## config.mk

```make
export PLATFORM = sky130hd
export DESIGN_NAME = cpf_back
export DESIGN_NICKNAME = d
export VERILOG_FILES = /design/src/hw/rtl/cpf_pkg.sv /design/src/hw/rtl/cpf_back.sv
export SDC_FILE = /design/constraint.sdc
export NUM_CORES = 2
export LEC_CHECK = 0
export ABC_AREA = 1
export BUFFER_PORTS_ARGS = -buffer_cell sky130_fd_sc_hd__buf_2
export CAP_MARGIN = 20
export CORE_MARGIN = 5
export CORE_UTILIZATION = 45
export CTS_BUF_LIST = sky130_fd_sc_hd__clkbuf_2
export CTS_CLUSTER_DIAMETER = 60
export DETAILED_ROUTE_END_ITERATION = 8
export PLACE_DENSITY = 0.74
export SYNTH_ARGS = -nofsm -noshare
export SYNTH_HDL_FRONTEND = slang
export SYNTH_SLANG_ARGS = --single-unit
```

## constraint.sdc

```tcl
create_clock -name clk_i -period 5.7 [get_ports clk_i]
set_input_delay 0 -clock clk_i [delete_from_list [all_inputs] [get_ports clk_i]]
set_output_delay 0 -clock clk_i [all_outputs]
set_load 0.1 [all_outputs]
```

## src/hw/rtl/cpf_pkg.sv

```systemverilog
// shared types, constants and the divider step for the clip position and fade gain block
package cpf_pkg;

  localparam int FRAME_W    = 32;
  localparam int FRAC_W     = 16;
  localparam int GAIN_W     = FRAC_W + 8;
  localparam int FADE_W     = FRAC_W + 1;
  localparam int ADDR_W     = 5;
  localparam int DATA_W     = 32;
  localparam int DIV_STAGES = FRAME_W;

  localparam logic [FADE_W-1:0] UNITY_FADE = {1'b1, {FRAC_W{1'b0}}};
  localparam logic [GAIN_W-1:0] UNITY_GAIN = {8'd1, {FRAC_W{1'b0}}};

  typedef enum logic [2:0] {
    REG_CLIP_START      = 3'd0,
    REG_SOURCE_OFFSET   = 3'd1,
    REG_CLIP_LENGTH     = 3'd2,
    REG_LOOP_ENABLE     = 3'd3,
    REG_FADE_IN_LENGTH  = 3'd4,
    REG_FADE_OUT_LENGTH = 3'd5,
    REG_BUFFER_FRAMES   = 3'd6,
    REG_CLIP_GAIN       = 3'd7
  } reg_idx_e;

  typedef struct packed {
    logic [FRAME_W-1:0] clip_start;
    logic [FRAME_W-1:0] source_offset;
    logic [FRAME_W-1:0] clip_length;
    logic               loop_enable;
    logic [FRAME_W-1:0] fade_in_length;
    logic [FRAME_W-1:0] fade_out_length;
    logic [FRAME_W-1:0] buffer_frames;
    logic [GAIN_W-1:0]  clip_gain;
  } cfg_t;

  typedef struct packed {
    logic               silent;
    logic               wrap;
    logic               fin_use;
    logic               fout_use;
    logic [FRAME_W-1:0] rel;
    logic [FRAME_W-1:0] dvd;
    logic [FRAME_W-1:0] mod_rem;
    logic [FRAME_W-1:0] fin_rem;
    logic [FRAC_W-1:0]  fin_q;
    logic [FRAME_W-1:0] fout_rem;
    logic [FRAC_W-1:0]  fout_q;
  } item_t;

  // one restoring step of the loop modulo and, optionally, of both fade ratios
  function automatic item_t div_step(item_t it, cfg_t cfg, logic do_frac);
    logic [FRAME_W:0] r;
    item_t            o;
    o = it;
    r = {it.mod_rem, it.dvd[FRAME_W-1]};
    if (r >= {1'b0, cfg.clip_length}) begin
      r = r - {1'b0, cfg.clip_length};
    end
    o.mod_rem = r[FRAME_W-1:0];
    o.dvd     = {it.dvd[FRAME_W-2:0], 1'b0};
    if (do_frac) begin
      r = {it.fin_rem, 1'b0};
      if (r >= {1'b0, cfg.fade_in_length}) begin
        r       = r - {1'b0, cfg.fade_in_length};
        o.fin_q = {it.fin_q[FRAC_W-2:0], 1'b1};
      end else begin
        o.fin_q = {it.fin_q[FRAC_W-2:0], 1'b0};
      end
      o.fin_rem = r[FRAME_W-1:0];
      r = {it.fout_rem, 1'b0};
      if (r >= {1'b0, cfg.fade_out_length}) begin
        r        = r - {1'b0, cfg.fade_out_length};
        o.fout_q = {it.fout_q[FRAC_W-2:0], 1'b1};
      end else begin
        o.fout_q = {it.fout_q[FRAC_W-2:0], 1'b0};
      end
      o.fout_rem = r[FRAME_W-1:0];
    end
    return o;
  endfunction

endpackage

```

## src/hw/rtl/cpf_back.sv

```systemverilog
// back stages: source frame and buffer check, fade product, clip gain with saturation
module cpf_back (
  input  logic                            clk_i,
  input  logic                            rst_ni,
  input  cpf_pkg::cfg_t                   cfg_i,
  input  logic                            in_valid_i,
  output logic                            in_ready_o,
  input  cpf_pkg::item_t                  in_item_i,
  output logic                            out_valid_o,
  input  logic                            out_ready_i,
  output logic                            audible_o,
  output logic [cpf_pkg::FRAME_W-1:0]     source_frame_o,
  output logic [cpf_pkg::FADE_W-1:0]      fade_gain_o,
  output logic [cpf_pkg::GAIN_W-1:0]      total_gain_o
);
  import cpf_pkg::*;

  logic               c_valid_q, d_valid_q, e_valid_q;
  logic               c_ready, d_ready, e_ready;
  logic               c_silent_q, d_silent_q;
  logic [FRAME_W-1:0] c_src_q, d_src_q;
  logic [FADE_W-1:0]  c_fade_q, d_fade_q;
  logic               c_fout_use_q;
  logic [FRAC_W-1:0]  c_fout_q;
  logic               e_audible_q;
  logic [FRAME_W-1:0] e_src_q;
  logic [FADE_W-1:0]  e_fade_q;
  logic [GAIN_W-1:0]  e_total_q;

  logic [FRAME_W-1:0]        pos;
  logic [FRAME_W:0]          src_sum;
  logic [FADE_W+FRAC_W-1:0]  fade_prod;
  logic [FADE_W-1:0]         fade_d;
  logic [GAIN_W+FADE_W-1:0]  gain_prod;
  logic [GAIN_W:0]           gain_shift;
  logic [GAIN_W-1:0]         total_d;

  assign e_ready    = !e_valid_q || out_ready_i;
  assign d_ready    = !d_valid_q || e_ready;
  assign c_ready    = !c_valid_q || d_ready;
  assign in_ready_o = c_ready;

  always_comb begin
    pos        = in_item_i.wrap ? in_item_i.mod_rem : in_item_i.rel;
    src_sum    = {1'b0, cfg_i.source_offset} + {1'b0, pos};
    fade_prod  = c_fade_q * c_fout_q;
    fade_d     = c_fout_use_q ? fade_prod[FRAC_W +: FADE_W] : c_fade_q;
    gain_prod  = cfg_i.clip_gain * d_fade_q;
    gain_shift = gain_prod[FRAC_W +: GAIN_W+1];
    total_d    = gain_shift[GAIN_W] ? {GAIN_W{1'b1}} : gain_shift[GAIN_W-1:0];
  end

  always_ff @(posedge clk_i or negedge rst_ni) begin
    if (!rst_ni) begin
      c_valid_q <= 1'b0;
      d_valid_q <= 1'b0;
      e_valid_q <= 1'b0;
    end else begin
      if (c_ready) c_valid_q <= in_valid_i;
      if (d_ready) d_valid_q <= c_valid_q;
      if (e_ready) e_valid_q <= d_valid_q;
    end
  end

  always_ff @(posedge clk_i) begin
    if (c_ready && in_valid_i) begin
      c_silent_q   <= in_item_i.silent || (src_sum >= {1'b0, cfg_i.buffer_frames});
      c_src_q      <= src_sum[FRAME_W-1:0];
      c_fade_q     <= in_item_i.fin_use ? {1'b0, in_item_i.fin_q} : UNITY_FADE;
      c_fout_use_q <= in_item_i.fout_use;
      c_fout_q     <= in_item_i.fout_q;
    end
    if (d_ready && c_valid_q) begin
      d_silent_q <= c_silent_q;
      d_src_q    <= c_src_q;
      d_fade_q   <= fade_d;
    end
    if (e_ready && d_valid_q) begin
      e_audible_q <= !d_silent_q;
      e_src_q     <= d_silent_q ? '0 : d_src_q;
      e_fade_q    <= d_silent_q ? '0 : d_fade_q;
      e_total_q   <= d_silent_q ? '0 : total_d;
    end
  end

  assign out_valid_o    = e_valid_q;
  assign audible_o      = e_audible_q;
  assign source_frame_o = e_src_q;
  assign fade_gain_o    = e_fade_q;
  assign total_gain_o   = e_total_q;

endmodule

```

==> reports/metrics.yaml <==
drt:
  first_iter_violations: 2527
  route.detailed.drc: 0
  viasPerCell: 5.08
  wl_per_cell_um: 17.4
  drt_pass1_iterations: 6
  vias: 29500
  final_antenna_net_count: 0
  drt-total-wl_mm: 101
worst_setup_path:
  cp-start-kind: "flop"
  worstReg2RegEnd: "total_gain_o[13]"
  slowest_delay_ns: 0.58
  r2r_slack_ns: -0.13
  r2r-start: "d_fade_q[5]"
  path_delay_family: "adder cells"
  crit_buf_inv: 10
  crit_path_frequent_cell: "fa_1"
  cp_slowest_cell: "fa_1"
  rr_worst_depth: 28
  cp.depth: 28
  worstSetupPathType: "reg2reg"
  worstSetupStartpoint: "d_fade_q[5]"
  critPathMaxFanout: 7
  cp.arrival_ns: 6.63
  critPathRequiredTime_ns: 6.50
  crit_end: "total_gain_o[13]"
  crit_path_end_kind: "flop"
timing:
  skew_ns: 0.0883
  rsz0062_at_grt: "yes"
  tightest_slew_ns: 0.959
  period_minus_slack_ns: 5.83
  setup_tns_ns: -2.54
  hold_viol: 0
  slew_violations: 0
  layout_setup_ws_ns: -0.132
  period_share_pct: 102
  timing.fmax_ghz: 0.171
  setup_viol_count_final: 25
  max_slew_margin_pct: 36.0
  timing.hold.ws_ns: 0.168
synth:
  synth.distinct_cells: 45
  synth_ff_type: "edfxtp_1"
  synth_edf_count: 191
  syn_area_mm2: 0.0330
  synthesis.nets: 5341
  synthArstFlopShare_pct: 1.55
  yosys-top-cells-area: "fa_1 (32%), edfxtp_1 (17%), inv_1 (13%)"
  synth_top_area_cell: "fa_1"
  yosysSeqAreaShare_pct: 17.6
  yosys_warnings: 0
  synth_common_cells: "inv_1 (1163), nand2_1 (1050), fa_1 (535)"
  postSynthCellCount: 4110
  ys_seq_elements: 194
  synth.avg_cell_area_um2: 8.03
  yosysTopAreaCellShare_pct: 32.5
  synth.most_common_cell: "inv_1"
clock_tree:
  cts_tree: "done"
  clkSlewWorstSetupHoldPaths_ns: 0.40
  clock_latency_ns: 1.03
  numCtsBuffers: 17
  clockRootBuffer: "clkbuf_2"
  h-tree-depth: 4
  clk_path_buf_depth: 2
  cts_sinks: 194
floorplanning:
  ioPinCount: 493
  initial_core_util_pct: 45.3
  fp.dieW_um: 281
  die-area_mm2: 0.0788
  coreArea_mm2: 0.0728
  die-height_um: 281
  std_cell_rows: 99
status:
  violations: "negative setup slack"
  status: "finished with violations"
global_routing:
  grt_use_total_pct: 25.1
  grt_pass1_wl_mm: 159
  grt_overflow: 0
  antenna_found_initial: 11
  grt_max_degree: 59
  grt_pass1_vias: 31300
finish:
  nNetsFinal: 6066
  stdcell_count: 5818
  drive_gt1_share_pct: 22.9
  stdcell_area_mm2: 0.0425
  synthToLayoutAreaGrowth_pct: 28.9
placed_design:
  dp.cells: 5433
  gp_congestion: 0.933
  post-dp-hpwl_mm: 74.7
  dpl-instance-area_mm2: 0.0372
  port_buffers: 267
min_path:
  min_path_type: "in2reg"
flow_run:
  max_cap_viol_count: 0
worst min path at each step:
| stage | start | endpoint | slack, ns | depth (start not counted) |
|---|---|---|---|---|
| 6_report | cfg_i[51] | c_silent_q | 0.17 | 8 |
| 5_1_grt | in_item_i[12] | c_fout_q[12] | 0.11 | 3 |
| 3_5_place_dp | rst_ni | c_valid_q | -0.20 | 1 |
| 3_3_place_gp | rst_ni | c_valid_q | -0.20 | 1 |
| 4_1_cts | cfg_i[53] | c_silent_q | 0.02 | 8 |
| 2_1_floorplan | rst_ni | c_valid_q | -0.30 | 0 |
tightest hold or removal path: cells and delay by family:
family                   cells  cell delay [ns]
AND/OR/NAND/NOR              3             0.17
adder cells (fa/ha/maj)      1             0.16
buffers and inverters        3             0.72
AO/OA/AOI/OAI                1             0.08
layer usage:
metal | global-route usage [%] | vias up | part of all wire, %
met3 | 5.04 | 312 | 7.7
li1 | - | 13500 | -
met4 | 9.15 | 2 | 4.2
met1 | 31.1 | 14300 | 39
met2 | 43.5 | 1397 | 49
met5 | 0 | - | 0.012
layout by cell type, fill, tap and decap left out, drive strengths merged, types with 10 or more instances in the layout:
| cell | netlist | final |
|---|---|---|
| inv | 1163 | 1169 |
| nand2 | 1056 | 1056 |
| buf | 7 | 653 |
| fa | 535 | 535 |
| ha | 279 | 279 |
| dlygate4sd3 | 0 | 230 |
| nor2 | 198 | 198 |
| edfxtp | 191 | 191 |
| a21oi | 138 | 138 |
| nand3 | 93 | 93 |
| o21ai | 64 | 64 |
| mux2 | 32 | 32 |
| xor2 | 23 | 23 |
| xnor2 | 23 | 23 |
| nor3 | 23 | 23 |
| clkbuf | 173 | 20 |
| a21o | 19 | 19 |
| o21bai | 18 | 18 |
| nand4 | 16 | 16 |
| a21boi | 13 | 13 |
| diode | 0 | 11 |
| o21a | 10 | 10 |
registers in the layout (all words and copies together), names as in the netlist:
signal,count
c_src_q,32
c_fade_q,17
d_silent_q,1
c_fout_q,16
fade_gain_o,17
c_valid_q,1
d_src_q,32
total_gain_o,24
d_fade_q,17
c_fout_use_q,1
d_valid_q,1
out_valid_o,1
c_silent_q,1
audible_o,1
source_frame_o,32
per-stage QoR:
stage                     util, %  worst slack, ns
after CTS                    56.0          -0.0143
after floorplan                 -           0.0109
final                        58.4           -0.132
after global placement       51.1           -0.103
after detailed placement     51.1           -0.196
after global routing         58.4           -0.363
cell families after synthesis:
| kind of cell | share of synthesized area, % |
|---|---|
| xor+xnor | 1.22 |
| flops | 17.6 |
| simple gates | 16.8 |
| fa+ha+maj | 43.0 |
| buf+inv | 15.4 |
| mux | 1.09 |
| compound gates | 4.89 |
cell type report:
class / instances / area, um^2
Clock inverter: 15 / 190
Inverter: 1164 / 4380
Antenna cell: 11 / 27.5
Timing Repair Buffer: 886 / 7200
Multi-Input combinational cell: 2572 / 23700
Sequential cell: 194 / 5810
Clock buffer: 17 / 85.1
Fill cell: 6035 / 30300
Tap cell: 959 / 1200
what timing repair did:
item	CTS	global route
gates cloned	2	4
endpoints found under the hold margin	217	0
setup buffers	44	65
pin swaps	85	188
hold buffers	230	0
gates resized for setup	137	361
endpoints found under the setup margin	35	41
Power is not shown: default switching activity piles up to over one toggle a cycle in this logic, so the estimate is an artifact.
