$ cat config.mk
export PLATFORM = sky130hd
export DESIGN_NAME = cpf_front
export DESIGN_NICKNAME = d
export VERILOG_FILES = /design/src/hw/rtl/cpf_pkg.sv /design/src/hw/rtl/cpf_front.sv
export SDC_FILE = /design/constraint.sdc
export NUM_CORES = 1
export LEC_CHECK = 0
export BUFFER_PORTS_ARGS = -buffer_cell sky130_fd_sc_hd__buf_4
export CAP_MARGIN = 20
export CORE_MARGIN = 2
export CORE_UTILIZATION = 28
export CTS_BUF_LIST = sky130_fd_sc_hd__clkbuf_8
export CTS_CLUSTER_SIZE = 8
export DETAILED_ROUTE_END_ITERATION = 10
export GPL_TIMING_DRIVEN = 0
export PLACE_DENSITY = 0.64
export SYNTH_ARGS = -nofsm -noshare
export SYNTH_HDL_FRONTEND = slang
export SYNTH_SLANG_ARGS = --single-unit
$ cat constraint.sdc
create_clock -name clk_i -period 3.6 [get_ports clk_i]
set_input_delay 0.36 -clock clk_i [delete_from_list [all_inputs] [get_ports clk_i]]
set_output_delay 0.36 -clock clk_i [all_outputs]
set_load 0.02 [all_outputs]
$ cat src/hw/rtl/cpf_pkg.sv
// shared types, constants and the divider step for the clip position and fade gain block
package cpf_pkg;

  localparam int FRAME_W    = 32;
  localparam int FRAC_W     = 16;
  localparam int GAIN_W     = FRAC_W + 8;
  localparam int FADE_W     = FRAC_W + 1;
  localparam int ADDR_W     = 5;
  localparam int DATA_W     = 32;
  localparam int DIV_STAGES = FRAME_W;

  localparam logic [FADE_W-1:0] UNITY_FADE = {1'b1, {FRAC_W{1'b0}}};
  localparam logic [GAIN_W-1:0] UNITY_GAIN = {8'd1, {FRAC_W{1'b0}}};

  typedef enum logic [2:0] {
    REG_CLIP_START      = 3'd0,
    REG_SOURCE_OFFSET   = 3'd1,
    REG_CLIP_LENGTH     = 3'd2,
    REG_LOOP_ENABLE     = 3'd3,
    REG_FADE_IN_LENGTH  = 3'd4,
    REG_FADE_OUT_LENGTH = 3'd5,
    REG_BUFFER_FRAMES   = 3'd6,
    REG_CLIP_GAIN       = 3'd7
  } reg_idx_e;

  typedef struct packed {
    logic [FRAME_W-1:0] clip_start;
    logic [FRAME_W-1:0] source_offset;
    logic [FRAME_W-1:0] clip_length;
    logic               loop_enable;
    logic [FRAME_W-1:0] fade_in_length;
    logic [FRAME_W-1:0] fade_out_length;
    logic [FRAME_W-1:0] buffer_frames;
    logic [GAIN_W-1:0]  clip_gain;
  } cfg_t;

  typedef struct packed {
    logic               silent;
    logic               wrap;
    logic               fin_use;
    logic               fout_use;
    logic [FRAME_W-1:0] rel;
    logic [FRAME_W-1:0] dvd;
    logic [FRAME_W-1:0] mod_rem;
    logic [FRAME_W-1:0] fin_rem;
    logic [FRAC_W-1:0]  fin_q;
    logic [FRAME_W-1:0] fout_rem;
    logic [FRAC_W-1:0]  fout_q;
  } item_t;

  // one restoring step of the loop modulo and, optionally, of both fade ratios
  function automatic item_t div_step(item_t it, cfg_t cfg, logic do_frac);
    logic [FRAME_W:0] r;
    item_t            o;
    o = it;
    r = {it.mod_rem, it.dvd[FRAME_W-1]};
    if (r >= {1'b0, cfg.clip_length}) begin
      r = r - {1'b0, cfg.clip_length};
    end
    o.mod_rem = r[FRAME_W-1:0];
    o.dvd     = {it.dvd[FRAME_W-2:0], 1'b0};
    if (do_frac) begin
      r = {it.fin_rem, 1'b0};
      if (r >= {1'b0, cfg.fade_in_length}) begin
        r       = r - {1'b0, cfg.fade_in_length};
        o.fin_q = {it.fin_q[FRAC_W-2:0], 1'b1};
      end else begin
        o.fin_q = {it.fin_q[FRAC_W-2:0], 1'b0};
      end
      o.fin_rem = r[FRAME_W-1:0];
      r = {it.fout_rem, 1'b0};
      if (r >= {1'b0, cfg.fade_out_length}) begin
        r        = r - {1'b0, cfg.fade_out_length};
        o.fout_q = {it.fout_q[FRAC_W-2:0], 1'b1};
      end else begin
        o.fout_q = {it.fout_q[FRAC_W-2:0], 1'b0};
      end
      o.fout_rem = r[FRAME_W-1:0];
    end
    return o;
  endfunction

endpackage

$ cat src/hw/rtl/cpf_front.sv
// front stages: position relative to clip start, range checks and divider setup
module cpf_front (
  input  logic                            clk_i,
  input  logic                            rst_ni,
  input  cpf_pkg::cfg_t                   cfg_i,
  input  logic                            in_valid_i,
  output logic                            in_ready_o,
  input  logic [cpf_pkg::FRAME_W-1:0]     timeline_frame_i,
  output logic                            out_valid_o,
  input  logic                            out_ready_i,
  output cpf_pkg::item_t                  out_item_o
);
  import cpf_pkg::*;

  logic               a_valid_q;
  logic               a_neg_q;
  logic [FRAME_W-1:0] a_rel_q;
  logic               b_valid_q;
  item_t              b_item_q;
  item_t              b_item_d;
  logic               a_ready;
  logic               b_ready;
  logic [FRAME_W-1:0] from_end;

  assign b_ready    = !b_valid_q || out_ready_i;
  assign a_ready    = !a_valid_q || b_ready;
  assign in_ready_o = a_ready;

  always_comb begin
    from_end          = cfg_i.clip_length - a_rel_q;
    b_item_d          = '0;
    b_item_d.wrap     = cfg_i.loop_enable && (cfg_i.clip_length != '0);
    b_item_d.silent   = a_neg_q || (!b_item_d.wrap && (a_rel_q >= cfg_i.clip_length));
    b_item_d.fin_use  = (cfg_i.fade_in_length != '0) && (a_rel_q < cfg_i.fade_in_length);
    b_item_d.fout_use = (cfg_i.fade_out_length != '0) && !cfg_i.loop_enable &&
                        (from_end < cfg_i.fade_out_length);
    b_item_d.rel      = a_rel_q;
    b_item_d.dvd      = a_rel_q;
    b_item_d.fin_rem  = a_rel_q;
    b_item_d.fout_rem = from_end;
  end

  always_ff @(posedge clk_i or negedge rst_ni) begin
    if (!rst_ni) begin
      a_valid_q <= 1'b0;
      b_valid_q <= 1'b0;
    end else begin
      if (a_ready) a_valid_q <= in_valid_i;
      if (b_ready) b_valid_q <= a_valid_q;
    end
  end

  always_ff @(posedge clk_i) begin
    if (a_ready && in_valid_i) begin
      a_neg_q <= timeline_frame_i < cfg_i.clip_start;
      a_rel_q <= timeline_frame_i - cfg_i.clip_start;
    end
    if (b_ready && a_valid_q) begin
      b_item_q <= b_item_d;
    end
  end

  assign out_valid_o = b_valid_q;
  assign out_item_o  = b_item_q;

endmodule

==> impl_metrics.tcl, run 1 <==
set metrics [dict create \
    finalSetupTns_ns -0.2892 \
    synth_cells 1069 \
    synth_flop_cell "edfxtp_1" \
    nets 1832 \
    drt_iter0_drc 451 \
    timing.fmax_ghz 0.2571 \
    setup_viol 1 \
    die_x_um 189.8 \
    switching_share 0.3993 \
    skew_ns 0.01646 \
    worst_pin_slew_ns 0.6082 \
    status "finished, violations left" \
    p_seq_frac 0.344 \
    layout_common_cells "buf_4 (436), inv_1 (144), ha_1 (123)" \
    min_period_over_period 1.080 \
    grt_usage 0.1606 \
    grt_max_degree 46 \
    cp-end-kind "flop" \
    irDropWorstVdd_uv 182.4 \
    yosysSeqAreaShare 0.3188 \
    cts_sinks 103 \
    ioPinCount 451 \
    synth_seq_cells 103 \
    hold_viol 0 \
    remaining_drc_errors 0 \
    area_growth_pct 35.29 \
    regArea_um2 3083 \
    p_clk_frac 0.152 \
    yosys_warnings 0 \
    die_h_um 189.8 \
    n_fill_cell 3441 \
    switchingPower_uw 1957 \
    failed_checks "setup timing" \
    ctsLongestPathBuffers 2 \
    syn_avg_cell_area_um2 9.045 \
    die-area_um2 36040 \
    cts_root_buffer "clkbuf_8" \
    hpwl_mm 25.77 \
    htree_levels 3 \
    synth_cell_type_count 65 \
    gp_congestion 0.8804 \
    multi_input_area_um2 5311 \
    cts_buffers 9 \
    antenna_found_initial 0 \
    vias 8744 \
    overflow 0 \
    crit_type "reg -> reg" \
    core_um2 34290 \
    critPathLaunchType "flop" \
    grt_pass1_vias 8777 \
    placed_cell_area_um2 12760 \
    drv_cap 0 \
    critPathMaxFanout 4 \
    routedWlPerCell_um 15.62 \
    syn_area_um2 9669 \
    internal_power_uw 2944 \
    rsz0062_at_grt "true" \
    final_common_cell "buf_4" \
    io_buffers 298 \
    powerDensity_nw_per_um2 374.7 \
    viasPerCell 4.573 \
    fin_area_um2 13080 \
    relSlewSlack 0.5908 \
    fin_ws_ns -0.2892 \
    required_ns 3.84 \
    min_path_type "in -> reg" \
    arrival_ns 4.13 \
    min_period_ns 3.889 \
    cts_tree "built" \
    clkTransAtPathRegs_ns 0.12 \
    worstSkewPairLatency_ns 0.39 \
    firstDrtPassIters 5 \
    ant_nets 0 \
    synth_edf_count 101 \
    p_leak_uw 0.006647 \
    start_util 0.2820 \
    routed_wirelength_mm 29.86 \
    synthArstFlopShare 0.01942 \
    grt_pass1_wl_mm 45.50 \
    p_comb_frac 0.504 \
    slew_viol_final 0 \
    drive_above_1_share 0.3324 \
    fp-row-count 68 \
]
## worst paths after layout
check	from	end	slack, ns	depth (start not counted)
min	in_valid_i	a_valid_q	0.20	2
max	a_rel_q[0]	out_item_o[192]	-0.29	17
max reg2reg	a_rel_q[0]	out_item_o[192]	-0.29	17
min in group asynchronous	rst_ni	out_valid_o	0.29	2
max in group asynchronous	rst_ni	a_valid_q	3.22	2
min reg2reg	a_valid_q	out_valid_o	0.51	1
## stage by stage
| step | power (uW) | hold WS (ns) | setup slack, ns | instances | utilization |
|---|---|---|---|---|---|
| 2_1_floorplan | 3278 | 0.06441 | 0.1334 | 1132 | - |
| 3_3_place_gp | 4084 | 0.1426 | -0.4341 | 1885 | 0.3707 |
| 3_5_place_dp | 4138 | 0.1442 | -0.5170 | 1887 | 0.3721 |
| 4_1_cts | 4922 | 0.1646 | -0.2438 | 1905 | 0.3797 |
| 5_1_grt | 5251 | 0.1755 | -0.4866 | 1911 | 0.3814 |
| 6_report | 4901 | 0.1976 | -0.2892 | 1912 | 0.3815 |
## final cells by class
class / count / area share
diodes: 1 / 0.0001913
clock inverters: 7 / 0.004782
plain buffers: 143 / 0.07795
clock buffers: 9 / 0.009469
repair buffers: 311 / 0.1808
multi-input cells: 738 / 0.4060
flip-flops and latches: 103 / 0.2357
well taps: 455 / 0.04352
inverters: 145 / 0.04161
## layer usage
metal / vias up / global-route usage / share of wire
li1: 4393 / - / -
met1: 4026 / 0.1952 / 0.43
met2: 283 / 0.2880 / 0.49
met3: 42 / 0.02509 / 0.052
met4: 0 / 0.05397 / 0.027
met5: - / 0 / 0
## kinds of logic after synthesis
family          count (synthesis)  share of synthesized area
mux                             1                   0.001035
fa+ha+maj                     128                     0.1672
compound gates                259                     0.1774
other cells                     1                  0.0003878
buf+inv                       291                     0.1629
flops                         103                     0.3188
simple gates                  235                     0.1260
xor+xnor                       51                    0.04620
## synth_stat cells, types with 3 or more instances
| library cell | n | area [um2] |
|---|---|---|
| a211o_1 | 3 | 26.28 |
| a211oi_1 | 7 | 52.55 |
| a21o_1 | 60 | 450.4 |
| a21oi_1 | 73 | 365.4 |
| a21oi_2 | 3 | 26.28 |
| a31o_2 | 3 | 26.28 |
| a31oi_1 | 6 | 37.54 |
| and2_1 | 3 | 18.77 |
| and3_1 | 10 | 62.56 |
| buf_4 | 128 | 960.9 |
| clkbuf_1 | 16 | 60.06 |
| edfxtp_1 | 101 | 3033 |
| ha_1 | 126 | 1577 |
| inv_1 | 145 | 544.3 |
| nand2_1 | 40 | 150.1 |
| nand2b_1 | 9 | 56.30 |
| nand3_1 | 24 | 120.1 |
| nand3b_1 | 3 | 22.52 |
| nand4_1 | 28 | 175.2 |
| nor2_1 | 53 | 198.9 |
| nor2b_1 | 9 | 56.30 |
| nor3_1 | 19 | 95.09 |
| nor4_1 | 26 | 162.7 |
| o211ai_1 | 6 | 45.04 |
| o21a_1 | 13 | 97.59 |
| o21ai_0 | 37 | 185.2 |
| o21ai_1 | 7 | 35.03 |
| o21bai_1 | 7 | 52.55 |
| o31a_1 | 3 | 26.28 |
| o31ai_1 | 5 | 37.54 |
| xnor2_1 | 27 | 236.5 |
| xor2_1 | 24 | 210.2 |
## flip-flops by register name, summed over array words and instances (netlist names)
| name | flops |
|---|---|
| out_item_o | 68 |
| a_valid_q | 1 |
| a_rel_q | 32 |
| out_valid_o | 1 |
| a_neg_q | 1 |
## power by group through the flow
stage	Sequential, uW	Clock [uW]	Combinational [uW]
2_1_floorplan	1810	0	1460
3_3_place_gp	1730	0	2360
3_5_place_dp	1720	0	2420
4_1_cts	1690	771	2460
5_1_grt	1710	815	2730
6_report	1690	743	2470
## critical path, stage by stage (launching register included)
cell	delay, ns
edfxtp_1	0.43
ha_2	0.22
inv_2	0.04
fa_2	0.34
a21o_1	0.18
a31o_1	0.21
a2111oi_4	0.47
buf_4	0.19
nor3_2	0.05
o21ai_2	0.22
nand3b_4	0.14
and3_4	0.20
a2111oi_4	0.26
ha_1	0.31
nor2b_1	0.14
o21ai_1	0.12
o211ai_1	0.10
a21oi_1	0.13
## timing repair
item | in CTS | in global routing
gates resized for setup | 11 | 6
pin swaps | 9 | 5
endpoints found under the setup margin | 1 | 1
setup buffers | 4 | 6
hold buffers | 1 | 0
endpoints found under the hold margin | 2 | 0
Note: power is estimated with default switching activity, not from simulation.
==> run 2: changes to the inputs <==
CTS_BUF_LIST = not set   (was sky130_fd_sc_hd__clkbuf_8)
==> run 2 against run 1 <==
The run still ends with setup timing left; first-iteration DRC count up 9.5%; sequential share of layout area down 0.16 points; core utilization up 0.26 points; total power is 5.2% higher; combinational power is essentially flat; via count fell by 0.47%; sequential power hardly changed.
==> impl_metrics.tcl, run 2 (synthesis results as in run 1) <==
set metrics [dict create \
    grt_usage 0.1612 \
    crit_top_cell "a2111oi_4" \
    path_cells "ha_2 > inv_2 > fa_2 > a21o_1 > a31o_1 > a2111oi_4 > buf_4 > nor3_2 > o21ai_2 > nand3b_4 > and3_4 > a2111oi_4 > ha_1 > nor2b_1 > o21ai_1 > o211ai_1 > a21oi_1" \
    routed_wirelength_mm 29.93 \
    cts_root_buffer "clkbuf_16" \
    remaining_drc_errors 0 \
    final_common_cell "buf_4" \
    ant_nets 0 \
    critPathMaxStageDelay_ns 0.49 \
    pre_cts_ws_ns -0.5170 \
    largest_reg_flops 68 \
    critPathLaunchType "flop" \
    die_h_um 189.8 \
    worst_pin_slew_ns 0.6025 \
    nets 1830 \
    required_ns 3.82 \
    regArea_um2 3083 \
    grt_pass1_wl_mm 45.59 \
    grt_pass1_vias 8747 \
    fin_ws_ns -0.2868 \
    htree_levels 3 \
    viasPerCell 4.557 \
    routedWlPerCell_um 15.67 \
    grt_max_degree 46 \
    slew_viol_final 0 \
    vias 8703 \
    relSlewSlack 0.5946 \
    ctsLongestPathBuffers 2 \
    n_fill_cell 3435 \
    fin_cells 1910 \
    cp-end-kind "flop" \
    rsz0062_at_grt "true" \
    hpwl_mm 25.77 \
    min_path_type "in -> reg" \
    arrival_ns 4.10 \
    status "finished, violations left" \
    dp.cells 1887 \
    overflow 0 \
    layout_common_cells "buf_4 (434), inv_1 (144), ha_1 (122)" \
    finalPower_uw 5157 \
    io_buffers 298 \
    min_period_ns 3.887 \
    skew_ns 0.01011 \
    postLayoutCoreUtil 0.3841 \
    area_growth_pct 36.21 \
    irDropWorstVdd_uv 181.3 \
    critPathMaxFanout 4 \
    timing.fmax_ghz 0.2573 \
    die_x_um 189.8 \
    clkTransAtPathRegs_ns 0.08 \
    p_leak_uw 0.006682 \
    cts_tree "built" \
    gp_congestion 0.8804 \
    worstSkewPairLatency_ns 0.36 \
    drt_iter0_drc 494 \
    powerDensity_nw_per_um2 391.6 \
    setup_viol 1 \
    drv_cap 0 \
    min_period_over_period 1.080 \
    fp-row-count 68 \
    crit_type "reg -> reg" \
    core_um2 34290 \
    slowest_stage "a2111oi_4" \
    die-area_um2 36040 \
    ioPinCount 451 \
    multi_input_area_um2 5314 \
    cts_sinks 103 \
    hold_viol 0 \
    failed_checks "setup timing" \
    cts_buffers 9 \
    drive_above_1_share 0.3322 \
    antenna_found_initial 0 \
    firstDrtPassIters 5 \
    start_util 0.2820 \
]
## run 2: worst max-delay path, delay by kind of cell, from the launching register on
family,cells,cell delay (ns)
flip-flops,1,0.42
buffers and inverters,2,0.23
AO/OA/AOI/OAI,8,1.70
AND/OR/NAND/NOR,4,0.52
adder cells (fa/ha/maj),3,0.86
## run 2: timing repair
action,in CTS,in global routing
setup endpoints to repair,1,1
setup buffers,4,4
endpoints found under the hold margin,2,0
resized for setup,11,6
pin swaps,9,5
hold buffers,1,0
## run 2: metrics by stage
step | hold WS (ns) | TNS, ns | area, um2
after detailed placement | 0.1442 | -0.5170 | 12760
after CTS | 0.2073 | -0.2295 | 13120
final | 0.2186 | -0.2868 | 13170
after floorplan | 0.06441 | 0 | 9906
after global routing | 0.2156 | -0.5010 | 13170
after global placement | 0.1426 | -0.4341 | 12710
## run 2: power breakdown
part           total, uW  switching, uW  leakage [uW]  internal (uW)
Clock               1000            513      0.000145            488
Combinational       2470           1360       0.00555           1100
Sequential          1690            119      0.000990           1570
## run 2: metal layers
metal	up-vias	global-route usage	wire, um
met5	-	0	0
met4	0	0.04770	715
met3	36	0.02767	1628
met2	283	0.2906	14770
met1	3993	0.1956	12810
li1	4391	-	-
## run 2: area by class of cell
class                      instances  area share
tap                              455     0.04323
buffer                           143     0.07743
clock inverter                     7    0.004750
clock buffer                       9     0.01710
antenna                            1   0.0001900
inverter                         145     0.04133
sequential                       103      0.2341
timing repair buffer             309      0.1784
multi-input combinational        738      0.4035
## run 2: final timing paths
path / startpoint / endpoint / slack (ns) / depth (start not counted)
hold / removal: in_valid_i / a_valid_q / 0.22 / 2
hold reg to reg: a_valid_q / out_valid_o / 0.51 / 1
setup / recovery: a_rel_q[0] / out_item_o[192] / -0.29 / 17
max in group asynchronous: rst_ni / a_valid_q / 3.20 / 2
min in group asynchronous: rst_ni / out_valid_o / 0.32 / 2
setup reg to reg: a_rel_q[0] / out_item_o[192] / -0.29 / 17
==> run 3: changes to the inputs <==
PLACE_DENSITY = 0.65   (was 0.64)
==> run 3 against run 2 <==
The run still ends with setup timing left; routed wire length increased by 0.49%; clock-buffer cell count stayed put; maximum frequency increased by 3.7%; critical path depth stayed put; critical path type unchanged; critical endpoint unchanged.
==> impl_metrics.tcl, run 3 (synthesis results as in run 1) <==
set metrics [dict create \
    rsz0062_at_grt "true" \
    failed_checks "setup timing" \
    drive_above_1_share 0.3349 \
    viasPerCell 4.564 \
    routedWlPerCell_um 15.76 \
    slew_viol_final 0 \
    diodes 0 \
    area_growth_pct 36.43 \
    timing.fmax_ghz 0.2667 \
    finalSetupTns_ns -0.1489 \
    die-area_um2 36040 \
    grt_max_degree 44 \
    grt_usage 0.1622 \
    routed_wirelength_mm 30.08 \
    clkTransAtPathRegs_ns 0.08 \
    required_ns 3.81 \
    setup_viol 1 \
    vias 8712 \
    irDropWorstVdd_uv 236.8 \
    p_leak_uw 0.006675 \
    p_comb_frac 0.478 \
    min_period_ns 3.749 \
    min_period_over_period 1.041 \
    hold_viol 0 \
    arrival_ns 3.96 \
    firstDrtPassIters 5 \
    critPathMaxFanout 3 \
    critPathLaunchType "flop" \
    layout_common_cells "buf_4 (434), inv_1 (145), ha_1 (120)" \
    switching_share 0.3852 \
    overflow 0 \
    internal_power_uw 3162 \
    ctsLongestPathBuffers 2 \
    gp_congestion 0.8784 \
    fin_area_um2 13190 \
    cp-end-kind "flop" \
    grt_pass1_vias 8674 \
    hpwl_mm 25.71 \
    worstSkewPairLatency_ns 0.36 \
    p_clk_frac 0.193 \
    worst_pin_slew_ns 0.6292 \
    nets 1830 \
    core_um2 34290 \
    fin_ws_ns -0.1489 \
    grt_pass1_wl_mm 45.90 \
    cts_sinks 103 \
    ioPinCount 451 \
    ant_nets 0 \
    powerDensity_nw_per_um2 389.9 \
    io_buffers 298 \
    die_x_um 189.8 \
    die_h_um 189.8 \
    final_common_cell "buf_4" \
    postLayoutCoreUtil 0.3847 \
    relSlewSlack 0.5767 \
    fp-row-count 68 \
    cts_root_buffer "clkbuf_16" \
    cts_buffers 9 \
    switchingPower_uw 1981 \
    crit_type "reg -> reg" \
    antenna_found_initial 0 \
    skew_ns 0.01618 \
    largest_reg_flops 68 \
    drt_iter0_drc 461 \
    start_util 0.2820 \
    htree_levels 3 \
    placed_cell_area_um2 12750 \
    p_seq_frac 0.328 \
    status "finished, violations left" \
    drv_cap 0 \
    min_path_type "in -> reg" \
    cts_tree "built" \
    remaining_drc_errors 0 \
]
-- run 3: changes by cell type in the layout (fill, tap and decap cells not counted), moves of 2 or more --
| cell | before | now |
|---|---|---|
| ha_1 | 122 | 120 |
| o21ai_1 | 6 | 9 |
| ha_2 | 4 | 6 |
| o21ai_0 | 35 | 32 |
-- run 3: repair_timing --
item / CTS / global route
endpoints found under the hold margin: 2 / 0
setup buffers: 8 / 0
hold buffers: 1 / 0
pin swaps: 9 / 2
resized for setup: 16 / 11
endpoints found under the setup margin: 1 / 1
-- run 3: per-layer routing --
metal | vias up | track usage | share of wire
met4 | 0 | 0.04621 | 0.024
met1 | 4022 | 0.2008 | 0.43
li1 | 4384 | - | -
met2 | 273 | 0.2892 | 0.49
met5 | - | 0 | 0
met3 | 33 | 0.02712 | 0.054
-- run 3: stage by stage --
step                worst slack (ns)  power (uW)  instances  hold slack, ns
CTS                          -0.1619        5178       1909          0.1812
global route                 -0.3669        5505       1909          0.1949
floorplan                     0.1334        3278       1132         0.06441
finish                       -0.1489        5143       1909          0.2042
detailed placement           -0.5112        4125       1887          0.1437
global placement             -0.4560        4075       1885          0.1429
-- run 3: critical path, stage by stage, from the launching register on --
cell and delay [ns]:
edfxtp_1 0.41, ha_2 0.20, inv_1 0.05, fa_2 0.35, a21o_1 0.19, a31o_1 0.22
a2111oi_4 0.42, o31a_2 0.24, buf_4 0.12, o31a_1 0.18, o21ai_2 0.10, xor2_1 0.18
ha_1 0.20, a21o_1 0.17, a21o_1 0.17, a21oi_1 0.15, o211ai_1 0.11, a21oi_1 0.13
-- run 3: worst paths after layout --
kind	from	endpoint	slack, ns	cells after the start
max	a_rel_q[0]	out_item_o[192]	-0.15	17
min	in_valid_i	a_valid_q	0.20	2
max reg2reg	a_rel_q[0]	out_item_o[192]	-0.15	17
min reg2reg	a_rel_q[12]	out_item_o[140]	0.52	0
max in group asynchronous	rst_ni	out_valid_o	3.19	2
min in group asynchronous	rst_ni	a_valid_q	0.33	2
-- run 3: area by class of cell --
cell class,instances,area [um2]
fillers,3465,21100
multi-input cells,738,5346
flip-flops and latches,103,3083
repair buffers,309,2342
plain buffers,143,1020
well taps,455,569.3
inverters,145,544.3
clock buffers,9,225.2
clock inverters,7,61.31
-- run 3: power by group through the flow --
stage / sequential, uW / combinational, uW / clock, uW
floorplan: 1810 / 1460 / 0
global placement: 1730 / 2350 / 0
detailed placement: 1730 / 2400 / 0
CTS: 1690 / 2460 / 1030
global route: 1710 / 2720 / 1070
finish: 1690 / 2460 / 994
